**src/infix_postfix_stack_machine_macros.svh**
```systemverilog
// Assertion macros shared by the files that carry checks.
// Each macro expects a clock named clk and a reset named rst in scope.
`ifndef INFIX_POSTFIX_STACK_MACHINE_MACROS_SVH
`define INFIX_POSTFIX_STACK_MACHINE_MACROS_SVH

// Same-cycle implication, disabled while reset is high.
`define IPSM_ASSERT_SAME(label, ante, cons, msg) \
  label: assert property (@(posedge clk) disable iff (rst) (ante) |-> (cons)) \
    else $error(msg);

// Next-cycle implication, disabled while reset is high.
`define IPSM_ASSERT_NEXT(label, ante, cons, msg) \
  label: assert property (@(posedge clk) disable iff (rst) (ante) |=> (cons)) \
    else $error(msg);

`endif

```
**src/ipsm_pkg.sv**
```systemverilog
package ipsm_pkg;

  localparam int DATA_W    = 32;
  localparam int DIV_CNT_W = $clog2(DATA_W);

  localparam logic [7:0] CH_PLUS  = 8'h2B;
  localparam logic [7:0] CH_MINUS = 8'h2D;
  localparam logic [7:0] CH_STAR  = 8'h2A;
  localparam logic [7:0] CH_SLASH = 8'h2F;
  localparam logic [7:0] CH_ZERO  = 8'h30;
  localparam logic [7:0] CH_NINE  = 8'h39;

  typedef logic [1:0] err_t;
  localparam err_t ERR_OK    = 2'd0;
  localparam err_t ERR_UNDER = 2'd1;
  localparam err_t ERR_DIVZ  = 2'd2;

  // Priority ranks; "no rank" is encoded lowest so unsigned compare works.
  typedef logic [1:0] rank_t;
  localparam rank_t RANK_NONE = 2'd0;
  localparam rank_t RANK_ADD  = 2'd1;
  localparam rank_t RANK_MUL  = 2'd2;

  typedef logic [2:0] opc_t;
  localparam opc_t OPC_ADD   = 3'd0;
  localparam opc_t OPC_SUB   = 3'd1;
  localparam opc_t OPC_MUL   = 3'd2;
  localparam opc_t OPC_DIV   = 3'd3;
  localparam opc_t OPC_OTHER = 3'd4;

  typedef logic [1:0] push_sel_t;
  localparam push_sel_t PUSH_CHAR  = 2'd0;
  localparam push_sel_t PUSH_DIGIT = 2'd1;
  localparam push_sel_t PUSH_RES   = 2'd2;

  typedef logic [1:0] emit_sel_t;
  localparam emit_sel_t EMIT_CHAR  = 2'd0;
  localparam emit_sel_t EMIT_STACK = 2'd1;
  localparam emit_sel_t EMIT_VALUE = 2'd2;
  localparam emit_sel_t EMIT_EMPTY = 2'd3;

  typedef struct packed {
    logic      load;
    logic      rd;
    logic      dec;
    logic      push;
    push_sel_t push_sel;
    logic      take_v1;
    logic      take_v2;
    logic      take_zero;
    logic      note_under;
    logic      note_divz;
    logic      alu;
    logic      div_start;
    logic      div_take;
    logic      emit;
    emit_sel_t emit_sel;
    logic      emit_last;
    logic      clear_end;
  } cmd_t;

  typedef struct packed {
    logic count_zero;
    logic count_one;
    logic digit;
    logic last;
    logic rank_pop;
    opc_t opc;
    logic v1_zero;
    logic out_free;
    logic div_done;
  } stat_t;

  function automatic rank_t rank_of(input logic [DATA_W-1:0] v);
    rank_t r;
    r = RANK_NONE;
    if (v == {24'd0, CH_PLUS} || v == {24'd0, CH_MINUS}) begin
      r = RANK_ADD;
    end else if (v == {24'd0, CH_STAR} || v == {24'd0, CH_SLASH}) begin
      r = RANK_MUL;
    end
    return r;
  endfunction

  function automatic logic is_digit(input logic [7:0] c);
    return (c >= CH_ZERO) && (c <= CH_NINE);
  endfunction

  function automatic opc_t op_class(input logic [7:0] c);
    opc_t o;
    o = OPC_OTHER;
    if (c == CH_PLUS) begin
      o = OPC_ADD;
    end else if (c == CH_MINUS) begin
      o = OPC_SUB;
    end else if (c == CH_STAR) begin
      o = OPC_MUL;
    end else if (c == CH_SLASH) begin
      o = OPC_DIV;
    end
    return o;
  endfunction

endpackage

```
**src/ipsm_div.sv**
```systemverilog
// Restoring unsigned divider, one quotient bit per cycle.
module ipsm_div import ipsm_pkg::*; (
  input  logic              clk,
  input  logic              rst,
  input  logic              start,
  input  logic [DATA_W-1:0] dividend,
  input  logic [DATA_W-1:0] divisor,
  output logic              done,
  output logic [DATA_W-1:0] quotient
);

  logic                 busy;
  logic [DIV_CNT_W-1:0] cnt;
  logic [DATA_W-1:0]    quo;
  logic [DATA_W-1:0]    rem;
  logic [DATA_W-1:0]    dvs;
  logic [DATA_W:0]      rem_sh;
  logic [DATA_W:0]      diff;

  assign rem_sh   = {rem, quo[DATA_W-1]};
  assign diff     = rem_sh - {1'b0, dvs};
  assign quotient = quo;

  always_ff @(posedge clk) begin
    if (rst) begin
      busy <= 1'b0;
      done <= 1'b0;
    end else begin
      done <= 1'b0;
      if (start) begin
        busy <= 1'b1;
      end else if (busy && cnt == DIV_CNT_W'(DATA_W - 1)) begin
        busy <= 1'b0;
        done <= 1'b1;
      end
    end
  end

  always_ff @(posedge clk) begin
    if (start) begin
      cnt <= '0;
      quo <= dividend;
      rem <= '0;
      dvs <= divisor;
    end else if (busy) begin
      cnt <= cnt + 1'b1;
      if (!diff[DATA_W]) begin
        rem <= diff[DATA_W-1:0];
        quo <= {quo[DATA_W-2:0], 1'b1};
      end else begin
        rem <= rem_sh[DATA_W-1:0];
        quo <= {quo[DATA_W-2:0], 1'b0};
      end
    end
  end

endmodule

```
**src/ipsm_dp.sv**
```systemverilog
// Datapath: shared stack memory, count, error flag, operand and result
// registers, the divider and the output register.
module ipsm_dp import ipsm_pkg::*; #(
  parameter int STACK_DEPTH = 32
) (
  input  logic               clk,
  input  logic               rst,
  input  cmd_t               cmd,
  input  logic [7:0]         in_char,
  input  logic               in_last,
  input  logic               out_stall,
  output stat_t              stat,
  output logic               out_valid,
  output logic [7:0]         out_char,
  output logic signed [31:0] value,
  output logic [1:0]         status,
  output logic               out_last
);

  localparam int AW = (STACK_DEPTH > 1) ? $clog2(STACK_DEPTH) : 1;
  localparam int CW = $clog2(STACK_DEPTH + 1);

  logic [DATA_W-1:0] mem [STACK_DEPTH];
  logic [DATA_W-1:0] rd_data;
  logic [CW-1:0]     count;
  logic [CW-1:0]     count_m1;
  err_t              err;
  logic [7:0]        char_q;
  logic              last_q;
  logic [DATA_W-1:0] v1;
  logic [DATA_W-1:0] v2;
  logic [DATA_W-1:0] res;
  logic              neg;
  logic [DATA_W-1:0] push_data;
  logic [DATA_W-1:0] prod;
  logic              full;
  logic              div_done;
  logic [DATA_W-1:0] div_q;
  logic [DATA_W-1:0] mag_a;
  logic [DATA_W-1:0] mag_b;

  assign count_m1 = count - 1'b1;
  assign full     = (count >= CW'(STACK_DEPTH));
  assign prod     = v2 * v1;
  assign mag_a    = v2[DATA_W-1] ? (~v2 + 1'b1) : v2;
  assign mag_b    = v1[DATA_W-1] ? (~v1 + 1'b1) : v1;

  always_comb begin
    case (cmd.push_sel)
      PUSH_CHAR:  push_data = {24'd0, char_q};
      PUSH_DIGIT: push_data = {24'd0, char_q - CH_ZERO};
      default:    push_data = res;
    endcase
  end

  ipsm_div u_div (
    .clk      (clk),
    .rst      (rst),
    .start    (cmd.div_start),
    .dividend (mag_a),
    .divisor  (mag_b),
    .done     (div_done),
    .quotient (div_q)
  );

  // Stack memory: one write port, one registered read port at the top entry.
  always_ff @(posedge clk) begin
    if (cmd.push && !full) begin
      mem[count[AW-1:0]] <= push_data;
    end
    if (cmd.rd) begin
      rd_data <= mem[count_m1[AW-1:0]];
    end
  end

  always_ff @(posedge clk) begin
    if (rst) begin
      count <= '0;
      err   <= ERR_OK;
    end else begin
      if (cmd.clear_end) begin
        count <= '0;
      end else if (cmd.dec) begin
        count <= count_m1;
      end else if (cmd.push && !full) begin
        count <= count + 1'b1;
      end
      if (cmd.clear_end) begin
        err <= ERR_OK;
      end else if (cmd.note_under && err == ERR_OK) begin
        err <= ERR_UNDER;
      end else if (cmd.note_divz && err == ERR_OK) begin
        err <= ERR_DIVZ;
      end
    end
  end

  always_ff @(posedge clk) begin
    if (cmd.load) begin
      char_q <= in_char;
      last_q <= in_last;
    end
    if (cmd.take_v1) begin
      v1 <= cmd.take_zero ? '0 : rd_data;
    end
    if (cmd.take_v2) begin
      v2 <= cmd.take_zero ? '0 : rd_data;
    end
    if (cmd.div_start) begin
      neg <= v2[DATA_W-1] ^ v1[DATA_W-1];
    end
    if (cmd.alu) begin
      case (op_class(char_q))
        OPC_ADD: res <= v2 + v1;
        OPC_SUB: res <= v2 - v1;
        OPC_MUL: res <= prod;
        default: res <= '0;
      endcase
    end else if (cmd.div_take) begin
      res <= neg ? (~div_q + 1'b1) : div_q;
    end
  end

  always_ff @(posedge clk) begin
    if (rst) begin
      out_valid <= 1'b0;
    end else if (cmd.emit) begin
      out_valid <= 1'b1;
    end else if (!out_stall) begin
      out_valid <= 1'b0;
    end
  end

  always_ff @(posedge clk) begin
    if (cmd.emit) begin
      out_last <= cmd.emit_last;
      case (cmd.emit_sel)
        EMIT_CHAR: begin
          out_char <= char_q;
          value    <= '0;
          status   <= ERR_OK;
        end
        EMIT_STACK: begin
          out_char <= rd_data[7:0];
          value    <= '0;
          status   <= ERR_OK;
        end
        EMIT_VALUE: begin
          out_char <= '0;
          value    <= $signed(rd_data);
          status   <= err;
        end
        default: begin
          out_char <= '0;
          value    <= '0;
          status   <= (err == ERR_OK) ? ERR_UNDER : err;
        end
      endcase
    end
  end

  always_comb begin
    stat.count_zero = (count == '0);
    stat.count_one  = (count == CW'(1));
    stat.digit      = is_digit(char_q);
    stat.last       = last_q;
    stat.rank_pop   = (rank_of({24'd0, char_q}) <= rank_of(rd_data));
    stat.opc        = op_class(char_q);
    stat.v1_zero    = (v1 == '0);
    stat.out_free   = !out_valid || !out_stall;
    stat.div_done   = div_done;
  end

endmodule

```
**src/ipsm_ctrl.sv**
```systemverilog
// Sequencer: walks one character through its stack operations.
module ipsm_ctrl import ipsm_pkg::*; (
  input  logic  clk,
  input  logic  rst,
  input  logic  mode,
  input  logic  in_valid,
  input  stat_t stat,
  output logic  in_stall,
  output cmd_t  cmd
);

  localparam logic [3:0] S_IDLE    = 4'd0;
  localparam logic [3:0] S_DECODE  = 4'd1;
  localparam logic [3:0] S_CMP_RD  = 4'd2;
  localparam logic [3:0] S_CMP     = 4'd3;
  localparam logic [3:0] S_CPUSH   = 4'd4;
  localparam logic [3:0] S_DRAIN   = 4'd5;
  localparam logic [3:0] S_DRAIN_W = 4'd6;
  localparam logic [3:0] S_POP1    = 4'd7;
  localparam logic [3:0] S_POP1_W  = 4'd8;
  localparam logic [3:0] S_POP2    = 4'd9;
  localparam logic [3:0] S_POP2_W  = 4'd10;
  localparam logic [3:0] S_OP      = 4'd11;
  localparam logic [3:0] S_DIV     = 4'd12;
  localparam logic [3:0] S_EPUSH   = 4'd13;
  localparam logic [3:0] S_RES     = 4'd14;
  localparam logic [3:0] S_RES_W   = 4'd15;

  logic [3:0] state;
  logic [3:0] state_next;

  assign in_stall = (state != S_IDLE);

  always_ff @(posedge clk) begin
    if (rst) begin
      state <= S_IDLE;
    end else begin
      state <= state_next;
    end
  end

  always_comb begin
    cmd        = '0;
    state_next = state;
    unique case (state)
      S_IDLE: begin
        if (in_valid) begin
          cmd.load   = 1'b1;
          state_next = S_DECODE;
        end
      end
      S_DECODE: begin
        if (!mode) begin
          if (stat.digit) begin
            if (stat.out_free) begin
              cmd.emit      = 1'b1;
              cmd.emit_sel  = EMIT_CHAR;
              cmd.emit_last = stat.last && stat.count_zero;
              state_next    = stat.last ? S_DRAIN : S_IDLE;
            end
          end else begin
            state_next = S_CMP_RD;
          end
        end else if (stat.digit) begin
          cmd.push     = 1'b1;
          cmd.push_sel = PUSH_DIGIT;
          state_next   = stat.last ? S_RES : S_IDLE;
        end else begin
          state_next = S_POP1;
        end
      end
      S_CMP_RD: begin
        if (stat.count_zero) begin
          state_next = S_CPUSH;
        end else begin
          cmd.rd     = 1'b1;
          state_next = S_CMP;
        end
      end
      S_CMP: begin
        if (!stat.rank_pop) begin
          state_next = S_CPUSH;
        end else if (stat.out_free) begin
          cmd.emit     = 1'b1;
          cmd.emit_sel = EMIT_STACK;
          cmd.dec      = 1'b1;
          state_next   = S_CMP_RD;
        end
      end
      S_CPUSH: begin
        cmd.push     = 1'b1;
        cmd.push_sel = PUSH_CHAR;
        state_next   = stat.last ? S_DRAIN : S_IDLE;
      end
      S_DRAIN: begin
        if (stat.count_zero) begin
          cmd.clear_end = 1'b1;
          state_next    = S_IDLE;
        end else begin
          cmd.rd     = 1'b1;
          state_next = S_DRAIN_W;
        end
      end
      S_DRAIN_W: begin
        if (stat.out_free) begin
          cmd.emit      = 1'b1;
          cmd.emit_sel  = EMIT_STACK;
          cmd.emit_last = stat.count_one;
          cmd.dec       = 1'b1;
          state_next    = S_DRAIN;
        end
      end
      S_POP1: begin
        if (stat.count_zero) begin
          cmd.take_v1    = 1'b1;
          cmd.take_zero  = 1'b1;
          cmd.note_under = 1'b1;
          state_next     = S_POP2;
        end else begin
          cmd.rd     = 1'b1;
          cmd.dec    = 1'b1;
          state_next = S_POP1_W;
        end
      end
      S_POP1_W: begin
        cmd.take_v1 = 1'b1;
        state_next  = S_POP2;
      end
      S_POP2: begin
        if (stat.count_zero) begin
          cmd.take_v2    = 1'b1;
          cmd.take_zero  = 1'b1;
          cmd.note_under = 1'b1;
          state_next     = S_OP;
        end else begin
          cmd.rd     = 1'b1;
          cmd.dec    = 1'b1;
          state_next = S_POP2_W;
        end
      end
      S_POP2_W: begin
        cmd.take_v2 = 1'b1;
        state_next  = S_OP;
      end
      S_OP: begin
        case (stat.opc) inside
          OPC_ADD, OPC_SUB, OPC_MUL: begin
            cmd.alu    = 1'b1;
            state_next = S_EPUSH;
          end
          OPC_DIV: begin
            if (stat.v1_zero) begin
              cmd.alu       = 1'b1;
              cmd.note_divz = 1'b1;
              state_next    = S_EPUSH;
            end else begin
              cmd.div_start = 1'b1;
              state_next    = S_DIV;
            end
          end
          default: begin
            state_next = stat.last ? S_RES : S_IDLE;
          end
        endcase
      end
      S_DIV: begin
        if (stat.div_done) begin
          cmd.div_take = 1'b1;
          state_next   = S_EPUSH;
        end
      end
      S_EPUSH: begin
        cmd.push     = 1'b1;
        cmd.push_sel = PUSH_RES;
        state_next   = stat.last ? S_RES : S_IDLE;
      end
      S_RES: begin
        if (!stat.count_zero) begin
          cmd.rd     = 1'b1;
          state_next = S_RES_W;
        end else if (stat.out_free) begin
          cmd.emit      = 1'b1;
          cmd.emit_sel  = EMIT_EMPTY;
          cmd.emit_last = 1'b1;
          cmd.clear_end = 1'b1;
          state_next    = S_IDLE;
        end
      end
      S_RES_W: begin
        if (stat.out_free) begin
          cmd.emit      = 1'b1;
          cmd.emit_sel  = EMIT_VALUE;
          cmd.emit_last = 1'b1;
          cmd.clear_end = 1'b1;
          state_next    = S_IDLE;
        end
      end
      default: begin
        state_next = S_IDLE;
      end
    endcase
  end

endmodule

```
**src/infix_postfix_stack_machine.sv**
```systemverilog
// Infix-to-postfix converter and postfix evaluator sharing one operand stack.
// Characters arrive one per input transaction, with in_last on the final one.
// With mode at 0 the block runs the shunting-yard scheme and returns postfix
// characters on out_char; with mode at 1 it evaluates a postfix expression
// of single digits and returns one transaction at the end carrying value and
// status (0 ok, 1 stack underflow, 2 division by zero; the first error
// sticks). Stack and error are cleared after every last character. Items
// are processed one at a time; the stack sits in a memory with a registered
// read port, so each stack read is registered before its data is used. An
// evaluate-mode division runs on the one-bit-per-cycle 32-bit divider. A
// result waiting in the output register stalls the sequencer only when the
// next result is ready to be written. The mode register sits at byte
// address 0 of the configuration port and must be written only while the
// block is idle.
module infix_postfix_stack_machine import ipsm_pkg::*; #(
  parameter int STACK_DEPTH = 32
) (
  input  logic               clk,
  input  logic               rst,
  // Configuration port.
  input  logic               psel,
  input  logic               penable,
  input  logic               pwrite,
  input  logic [2:0]         paddr,
  input  logic [31:0]        pwdata,
  output logic [31:0]        prdata,
  output logic               pready,
  // Input channel.
  input  logic               in_valid,
  output logic               in_stall,
  input  logic [7:0]         in_char,
  input  logic               in_last,
  // Output channel.
  output logic               out_valid,
  input  logic               out_stall,
  output logic [7:0]         out_char,
  output logic signed [31:0] value,
  output logic [1:0]         status,
  output logic               out_last
);

`include "infix_postfix_stack_machine_macros.svh"

  localparam logic [2:0] ADDR_MODE = 3'd0;

  logic  mode;
  cmd_t  cmd;
  stat_t stat;

  // The port never inserts wait states.
  assign pready = 1'b1;
  assign prdata = (paddr == ADDR_MODE) ? {31'd0, mode} : 32'd0;

  always_ff @(posedge clk) begin
    if (rst) begin
      mode <= 1'b0;
    end else if (psel && penable && pwrite && pready && paddr == ADDR_MODE) begin
      mode <= pwdata[0];
    end
  end

  // The sequencer issues one command word per cycle; the datapath answers
  // with a status word describing the stack top, the count and the output.
  ipsm_ctrl u_ctrl (
    .clk      (clk),
    .rst      (rst),
    .mode     (mode),
    .in_valid (in_valid),
    .stat     (stat),
    .in_stall (in_stall),
    .cmd      (cmd)
  );

  ipsm_dp #(
    .STACK_DEPTH (STACK_DEPTH)
  ) u_dp (
    .clk       (clk),
    .rst       (rst),
    .cmd       (cmd),
    .in_char   (in_char),
    .in_last   (in_last),
    .out_stall (out_stall),
    .stat      (stat),
    .out_valid (out_valid),
    .out_char  (out_char),
    .value     (value),
    .status    (status),
    .out_last  (out_last)
  );

  // One character is worked on at a time.
  `IPSM_ASSERT_NEXT(a_one_at_a_time, in_valid && !in_stall, in_stall, "second item taken while busy")
  // A new result is written only when the previous one has gone or is leaving.
  `IPSM_ASSERT_SAME(a_no_overwrite, cmd.emit, !out_valid || !out_stall, "result overwritten")
  // A push on an empty stack always lands.
  `IPSM_ASSERT_NEXT(a_push_lands, cmd.push && stat.count_zero, !stat.count_zero, "push lost")
  // Errors are reported only on the final evaluation result.
  `IPSM_ASSERT_SAME(a_err_on_last, out_valid && status != ERR_OK, out_last && out_char == 8'd0, "error on non-final result")

endmodule
```
**config.mk**
```make
export PLATFORM = sky130hd
export DESIGN_NAME = infix_postfix_stack_machine
export DESIGN_NICKNAME = d
export VERILOG_FILES = /design/src/ipsm_pkg.sv /design/src/ipsm_div.sv /design/src/ipsm_dp.sv /design/src/ipsm_ctrl.sv /design/src/infix_postfix_stack_machine.sv
export VERILOG_INCLUDE_DIRS = /design/src /design/src/src
export SDC_FILE = /design/constraint.sdc
export NUM_CORES = 2
export LEC_CHECK = 0
export BUFFER_PORTS_ARGS = -buffer_cell sky130_fd_sc_hd__buf_4
export CORE_ASPECT_RATIO = 1.4
export CORE_UTILIZATION = 60
export CTS_CLUSTER_DIAMETER = 60
export DETAILED_ROUTE_END_ITERATION = 8
export PLACE_DENSITY = 0.88
export RECOVER_POWER = 25
export REMOVE_ABC_BUFFERS = 1
export SYNTH_ARGS = -nofsm -noshare
export SYNTH_HDL_FRONTEND = slang
export SYNTH_SLANG_ARGS = --single-unit
```
**constraint.sdc**
```tcl
create_clock -name clk -period 15.75 [get_ports clk]
set_input_delay 0.7875 -clock clk [delete_from_list [all_inputs] [get_ports clk]]
set_output_delay 0.7875 -clock clk [all_outputs]
set_load 0.01 [all_outputs]
```
# Yosys cells after proc, flatten, opt, wreduce, memory -nomap -nowiden
# Memories as Yosys holds them, arrays and structs flattened. A register that Yosys moved wholly into a read port is not among the register bits.
# Cells that the tools add are included.
# word_totals
ram_bits,1024
register_bits,266
output_inout_bits,78
mem_count,1
input_bits,51
# memory_table
name,depth,word_bits,rd,rd_ports_with_merged_regs,wr,line,source
u_dp.mem,32,32,1,1,1,ipsm_dp.sv:23,logic [DATA_W-1:0] mem [STACK_DEPTH];
# op_classes
multipliers,1
order_cmp,4
n_reduce_logical,40
add_sub_neg,10
bitwise_logic,4
n_eq_ne,39
mux,97
# op_table
operator,count
2-to-1 mux 32 bit,8
== test 32 x 6 -> 1 bit (second input constant),4
adder 32 x 1 -> 32 bit (second input constant),3
inverter 32 bit,3
one-hot mux 32 bit (3 select lines),1
2-to-1 mux 4 bit,18
one-hot mux 32 bit (2 select lines),1
one-hot mux 4 bit (16 select lines),1
2-to-1 mux 3 bit,14
subtractor 33 x 32 -> 33 bit,1
adder 32 bit,1
== test 4 bit (second input constant),8
== test 8 x 6 -> 1 bit (second input constant),4
zero test 32 bit,1
multiplier 32 x 32 -> 32 bit,1
subtractor 32 bit,1
2-to-1 mux 31 bit,1
2-to-1 mux 1 bit,29
== test 4 x 3 -> 1 bit (second input constant),4
2-to-1 mux 2 bit,8
one-hot mux 8 bit (2 select lines),1
2-to-1 mux 5 bit,3
one-hot mux 3 bit (5 select lines),1
2-to-1 mux 6 bit,2
other kinds (38),76

# Longest topological paths before layout
# depth
ltp_word,13
ltp_mapped,28
ltp_nobuf,26

# By module
# From an unflattened synthesis, not the netlist that was laid out.
# hier_totals
cells_unflattened,5100
hier_area_um2,73397.9
# modules_own_cells
mod,seq_area_each_um2,area_each_um2,cells_each,n_inst
ipsm_dp,36364.9,66329.9,4367,1
ipsm_div,2702.6,5919.4,558,1
ipsm_ctrl,80.1,834.6,134,1
infix_postfix_stack_machine,20.0,314.1,41,1

# Worst setup path after synthesis
# OpenSTA, ideal clock, no wires.
# synth_timing
path_type,register -> register
start,register u_dp.v1[8]
end,"register u_dp.res[31], data pin"
stages_incl_launch_ff,27
path_slack_ns,8.331
n_path_buf,2
t_required_ns,15.476
t_arrival_ns,7.145
setup_time_ns,0.274
synth_period_minus_slack_ns,7.419
cell_sequence,edfxtp_1 -> clkbuf_1 -> buf_1 -> nand2_1 -> fa_1 -> inv_1 -> fa_1 -> fa_1 -> inv_1 -> fa_1 -> inv_1 -> fa_1 -> inv_1 -> fa_1 -> inv_1 -> fa_1 -> fa_1 -> ha_1 -> a21o_1 -> a21o_1 -> a221oi_1 -> a21oi_1 -> o41ai_1 -> o21ai_0 -> xnor2_1 -> a22oi_1 -> o22ai_1
# synth_between
elab_chain_len,6
word_cells_on_any_way,10
classes_between,2 x add/sub; 1 x mul; 6 x mux; 1 x reduce/logical
# synth_rtl
item,line,source
from (decl),ipsm_dp.sv:30,logic [DATA_W-1:0] v1;
from (signal assigned),ipsm_dp.sv:104,v1 <= cmd.take_zero ? '0 : rd_data;
"parallel branches: the longest is 5 deep, another holds multiplier 32 x 32 -> 32 bit",n/a,
2-to-1 mux 32 bit *,ipsm_dp.sv:112,if (cmd.alu) begin
to (signal assigned),ipsm_dp.sv:114,OPC_ADD: res <= v2 + v1;
to (signal assigned),ipsm_dp.sv:115,OPC_SUB: res <= v2 - v1;
to (signal assigned),ipsm_dp.sv:116,OPC_MUL: res <= prod;
to (decl),ipsm_dp.sv:32,logic [DATA_W-1:0] res;
# Every way passes the cells marked *.
# A chain may end at the register's enable or synchronous reset.

# Final worst setup path
# layout_timing
start,register u_dp.v2[15]
end,"register u_dp.res[31], data pin"
# layout_between
elab_chain_len,3
word_cells_on_any_way,5
classes_between,2 x add/sub; 1 x mul; 2 x mux
# layout_rtl
item,line,source
from (decl),ipsm_dp.sv:31,logic [DATA_W-1:0] v2;
from (signal assigned),ipsm_dp.sv:107,v2 <= cmd.take_zero ? '0 : rd_data;
multiplier 32 x 32 -> 32 bit (tied with other cells),ipsm_dp.sv:44,assign prod = v2 * v1;
one-hot mux 32 bit (3 select lines) *,ipsm_dp.sv:113,case (op_class(char_q))
2-to-1 mux 32 bit *,ipsm_dp.sv:112,
# Mark *: on every way between the ends. The rest lies on a longest branch, timed or not.

==> flow_metrics.py <==
metrics = {
    "cts": {
        "cts_root_buf": "clkbuf_16",
        "post_cts_buffers": 0,
        "path_clk_slew_ps": 70,
        "clock-sinks": 1322,
        "h-tree-depth": 3,
        "cts_tree": "built",
        "hold_buffers": 0,
        "cts_inserted_buffers": 116,
        "cts_max_path_buffers": 3,
        "insertion_delay_ps": 780,
        "ctsResizeCount": 0,
    },
    "global_routing": {
        "grt_pass1_vias": 47000,
        "grt_max_degree": 105,
        "gr-total-overflow": 0,
        "grt.total_usage": 0.373,
        "antenna_found_initial": 20,
        "grt_pass1_wl_mm": 321,
    },
    "yosys": {
        "yosys_warnings": 0,
        "synth_area_um2": 72500,
        "synth_seq_area_share": 0.540,
        "ys_types": 76,
        "ys_async_sr_fraction": 0,
        "avgSynthCellArea_um2": 14.3,
        "yosysTopAreaCell": "edfxtp_1",
        "synth_top_cell_area_share": 0.525,
        "synth_top_family_by_area": "adder cells",
        "synth_edf_count": 1269,
        "yosys-top-cells-area": "edfxtp_1 (53%), fa_1 (11%), mux4_2 (9.9%)",
        "synthAdderAreaFrac": 0.148,
        "synthSimpleGateAreaFrac": 0.0839,
        "synth.ff_latch_count": 1322,
        "synthesis.instances": 5074,
        "yosys.area_share.xor_xnor": 0.0314,
        "synth_compound_area_frac": 0.0492,
        "synth_ff_type": "edfxtp_1",
        "synthMuxAreaShare": 0.106,
    },
    "floorplanning": {
        "start_util": 0.607,
        "row_count": 150,
        "io_pins": 129,
        "die_y_um": 413,
        "die_w_um": 296,
        "core_um2": 120000,
        "dieArea_um2": 122000,
    },
    "power": {
        "switching_power_w": 0.00364,
        "leakagePower_nw": 27.0,
        "clockPowerShare": 0.286,
        "total_power_w": 0.0108,
        "seq_power_share": 0.380,
        "p_comb_frac": 0.334,
        "p_int_w": 0.00717,
        "peakVddDrop_mv": 0.150,
        "pwr_density_cell_nw_per_um2": 137,
        "sw_frac_of_total": 0.337,
    },
    "critical_path": {
        "critPathBufInv": 4,
        "start_kind": "register",
        "r2r-start": "u_dp.v2[15]$_DFFE_PP_",
        "cpMostUsedCell": "fa_1",
        "reg2reg_depth": 23,
        "worstPathCellList": "and2_1, fa_1, inv_1, fa_1, fa_1, fa_1, inv_1, fa_1, inv_1, fa_1, inv_1, fa_1, fa_1, ha_1, and3_1, and2_1, a221oi_1, a21oi_1, o41ai_1, o21ai_0, xnor2_1, a22oi_1, o22ai_1",
        "cpLargestDelayFamily": "adder cells",
        "cp.arrival_ps": 9350,
        "crit_type": "register to register",
        "slowest_delay_ps": 1210,
        "cp-end-kind": "register",
        "crit_fanout": 21,
        "crit_path_top_delay_cell": "edfxtp_1",
        "rr_endpoint": "u_dp.res[31]$_DFFE_PP_",
        "timing.reg2reg.setup_slack_ps": 6860,
        "cp.required_ps": 16210,
    },
    "layout": {
        "finish.instance_area_um2": 78900,
        "final_cell_mix": "edfxtp_1 (1269), inv_1 (442), fa_1 (410), nand2_1 (399), and2_1 (370)",
        "drive_gt1_frac": 0.139,
        "layout.cells.non_filler": 6782,
        "final_common_cell": "edfxtp_1",
        "final_nets": 5734,
        "syn_to_final_growth_pct": 8.74,
    },
    "run_status": {
        "failed_checks": "max-capacitance violations, max-slew violations",
        "status": "finished with violations",
    },
    "placement": {
        "dp.cells": 6551,
        "io_buffers": 65,
        "gp_congestion": 0.936,
        "postPlaceCellArea_um2": 75000,
        "hpwl_mm": 132,
    },
    "route": {
        "wl_mm": 223,
        "postRouteAntennaNets": 0,
        "viasPerCell": 6.82,
        "route.detailed.wl_per_inst_um": 32.9,
        "drc": 0,
        "vias": 46300,
        "drt_pre_antenna_iters": 9,
        "drt_iter0_drc": 6154,
    },
    "timing": {
        "period_share": 0.564,
        "finalHoldViolations": 0,
        "rsz0062_at_grt": "no",
        "worst_pin_slew_ps": 3080,
        "fin_skew_ps": 71.9,
        "slew_viol_final": 473,
        "max_freq_mhz": 112,
        "period_minus_slack_ps": 8890,
        "relSlewSlack": -1.06,
        "setup_viol": 0,
    },
    "hold_path": {
        "hp-start": "pwdata[0]",
        "hp-class": "input pin to register",
        "hold_path_end": "mode$_SDFFE_PP0P_",
        "hold_depth": 3,
    },
    "job": {
        "maxCapViolations": 15,
    },
}
[stage by stage]
stage,util,hold slack [ps],setup WS (ps),setup TNS (ps)
3_3_place_gp,0.627,451,7040,0
2_1_floorplan,-,437,-3160,-102920
3_5_place_dp,0.627,477,6960,0
5_1_grt,0.659,284,6690,0
6_report,0.660,250,6860,0
4_1_cts,0.661,175,6920,0
[kinds of logic (layout without fill, tap and decap cells)]
group / after synthesis / count (layout)
adders and majority gates: 610 / 610
other: 2 / 47
AOI/OAI and AO/OA: 562 / 562
buffers and inverters: 763 / 830
muxes: 367 / 367
DFF: 1322 / 1322
xor gates and xnor gates: 260 / 260
and+or+nand+nor: 1188 / 1188
[sequential cells by signal (all words and copies together) (netlist names), 2 cells and up]
signal               count
u_dp.rd_data            32
u_dp.u_div.cnt           5
u_dp.u_div.rem          32
u_dp.char_q              8
u_dp.mem              1024
u_dp.u_div.quotient     32
u_dp.v2                 32
u_ctrl.state             4
u_dp.u_div.dvs          32
u_dp.status              2
u_dp.out_char            8
u_dp.res                32
u_dp.err                 2
u_dp.v1                 32
u_dp.value              32
u_dp.count               6
[worst max-delay path by stage]
| stage | from | to | slack (ps) | cells past startpoint |
|---|---|---|---|---|
| after floorplan | u_dp.count[0]$_SDFFE_PP0P_ | u_dp.rd_data[0]$_DFFE_PP_ | -3160 | 5 |
| after global placement | u_dp.v2[15]$_DFFE_PP_ | u_dp.res[31]$_DFFE_PP_ | 7040 | 23 |
| after detailed placement | u_dp.v2[15]$_DFFE_PP_ | u_dp.res[31]$_DFFE_PP_ | 6960 | 23 |
| after CTS | u_dp.v2[15]$_DFFE_PP_ | u_dp.res[31]$_DFFE_PP_ | 6920 | 23 |
| after global routing | u_dp.v2[15]$_DFFE_PP_ | u_dp.res[31]$_DFFE_PP_ | 6690 | 23 |
| final | u_dp.v2[15]$_DFFE_PP_ | u_dp.res[31]$_DFFE_PP_ | 6860 | 23 |
[routing by layer]
metal	up-vias	share of wire	GRT usage
met5	-	0.00030	0.00440
met4	12	0.091	0.283
met3	1120	0.12	0.0953
met2	3906	0.49	0.609
met1	23100	0.30	0.423
li1	18100	-	-
[synth_stat cells (27+ instances only)]
cell	count
a21o_1	27
a21oi_1	154
and2_1	407
buf_4	32
clkbuf_1	263
dfxtp_1	53
edfxtp_1	1269
fa_1	410
ha_1	200
inv_1	443
mux2_2	37
mux4_2	320
nand2_1	400
nand2b_1	31
nor2_1	151
nor3_1	39
o21ai_0	154
o31ai_1	42
or3_1	28
xnor2_1	142
xor2_1	118
[final cells by class]
type	instances	area, um2
inverter	443	1660
timing repair buffer	171	1070
sequential	1322	39200
fill	7651	40700
clock inverter	86	1080
tap	1596	2000
multi-input combinational	3019	30900
antenna	15	37.5
clock buffer	130	2990
[worst min-delay path: stages]
cell,delay [ps]
buf_4,80
mux2i_1,50
nor2_1,70
[power by group through the flow]
stage | combinational, W | clock [W] | sequential (W)
floorplan | 0.00268 | 0 | 0.00417
global placement | 0.00341 | 0 | 0.00415
detailed placement | 0.00349 | 0 | 0.00416
CTS | 0.00355 | 0.00310 | 0.00409
global route | 0.00383 | 0.00321 | 0.00410
finish | 0.00360 | 0.00309 | 0.00410
Note: power is estimated with default switching activity, not from simulation.
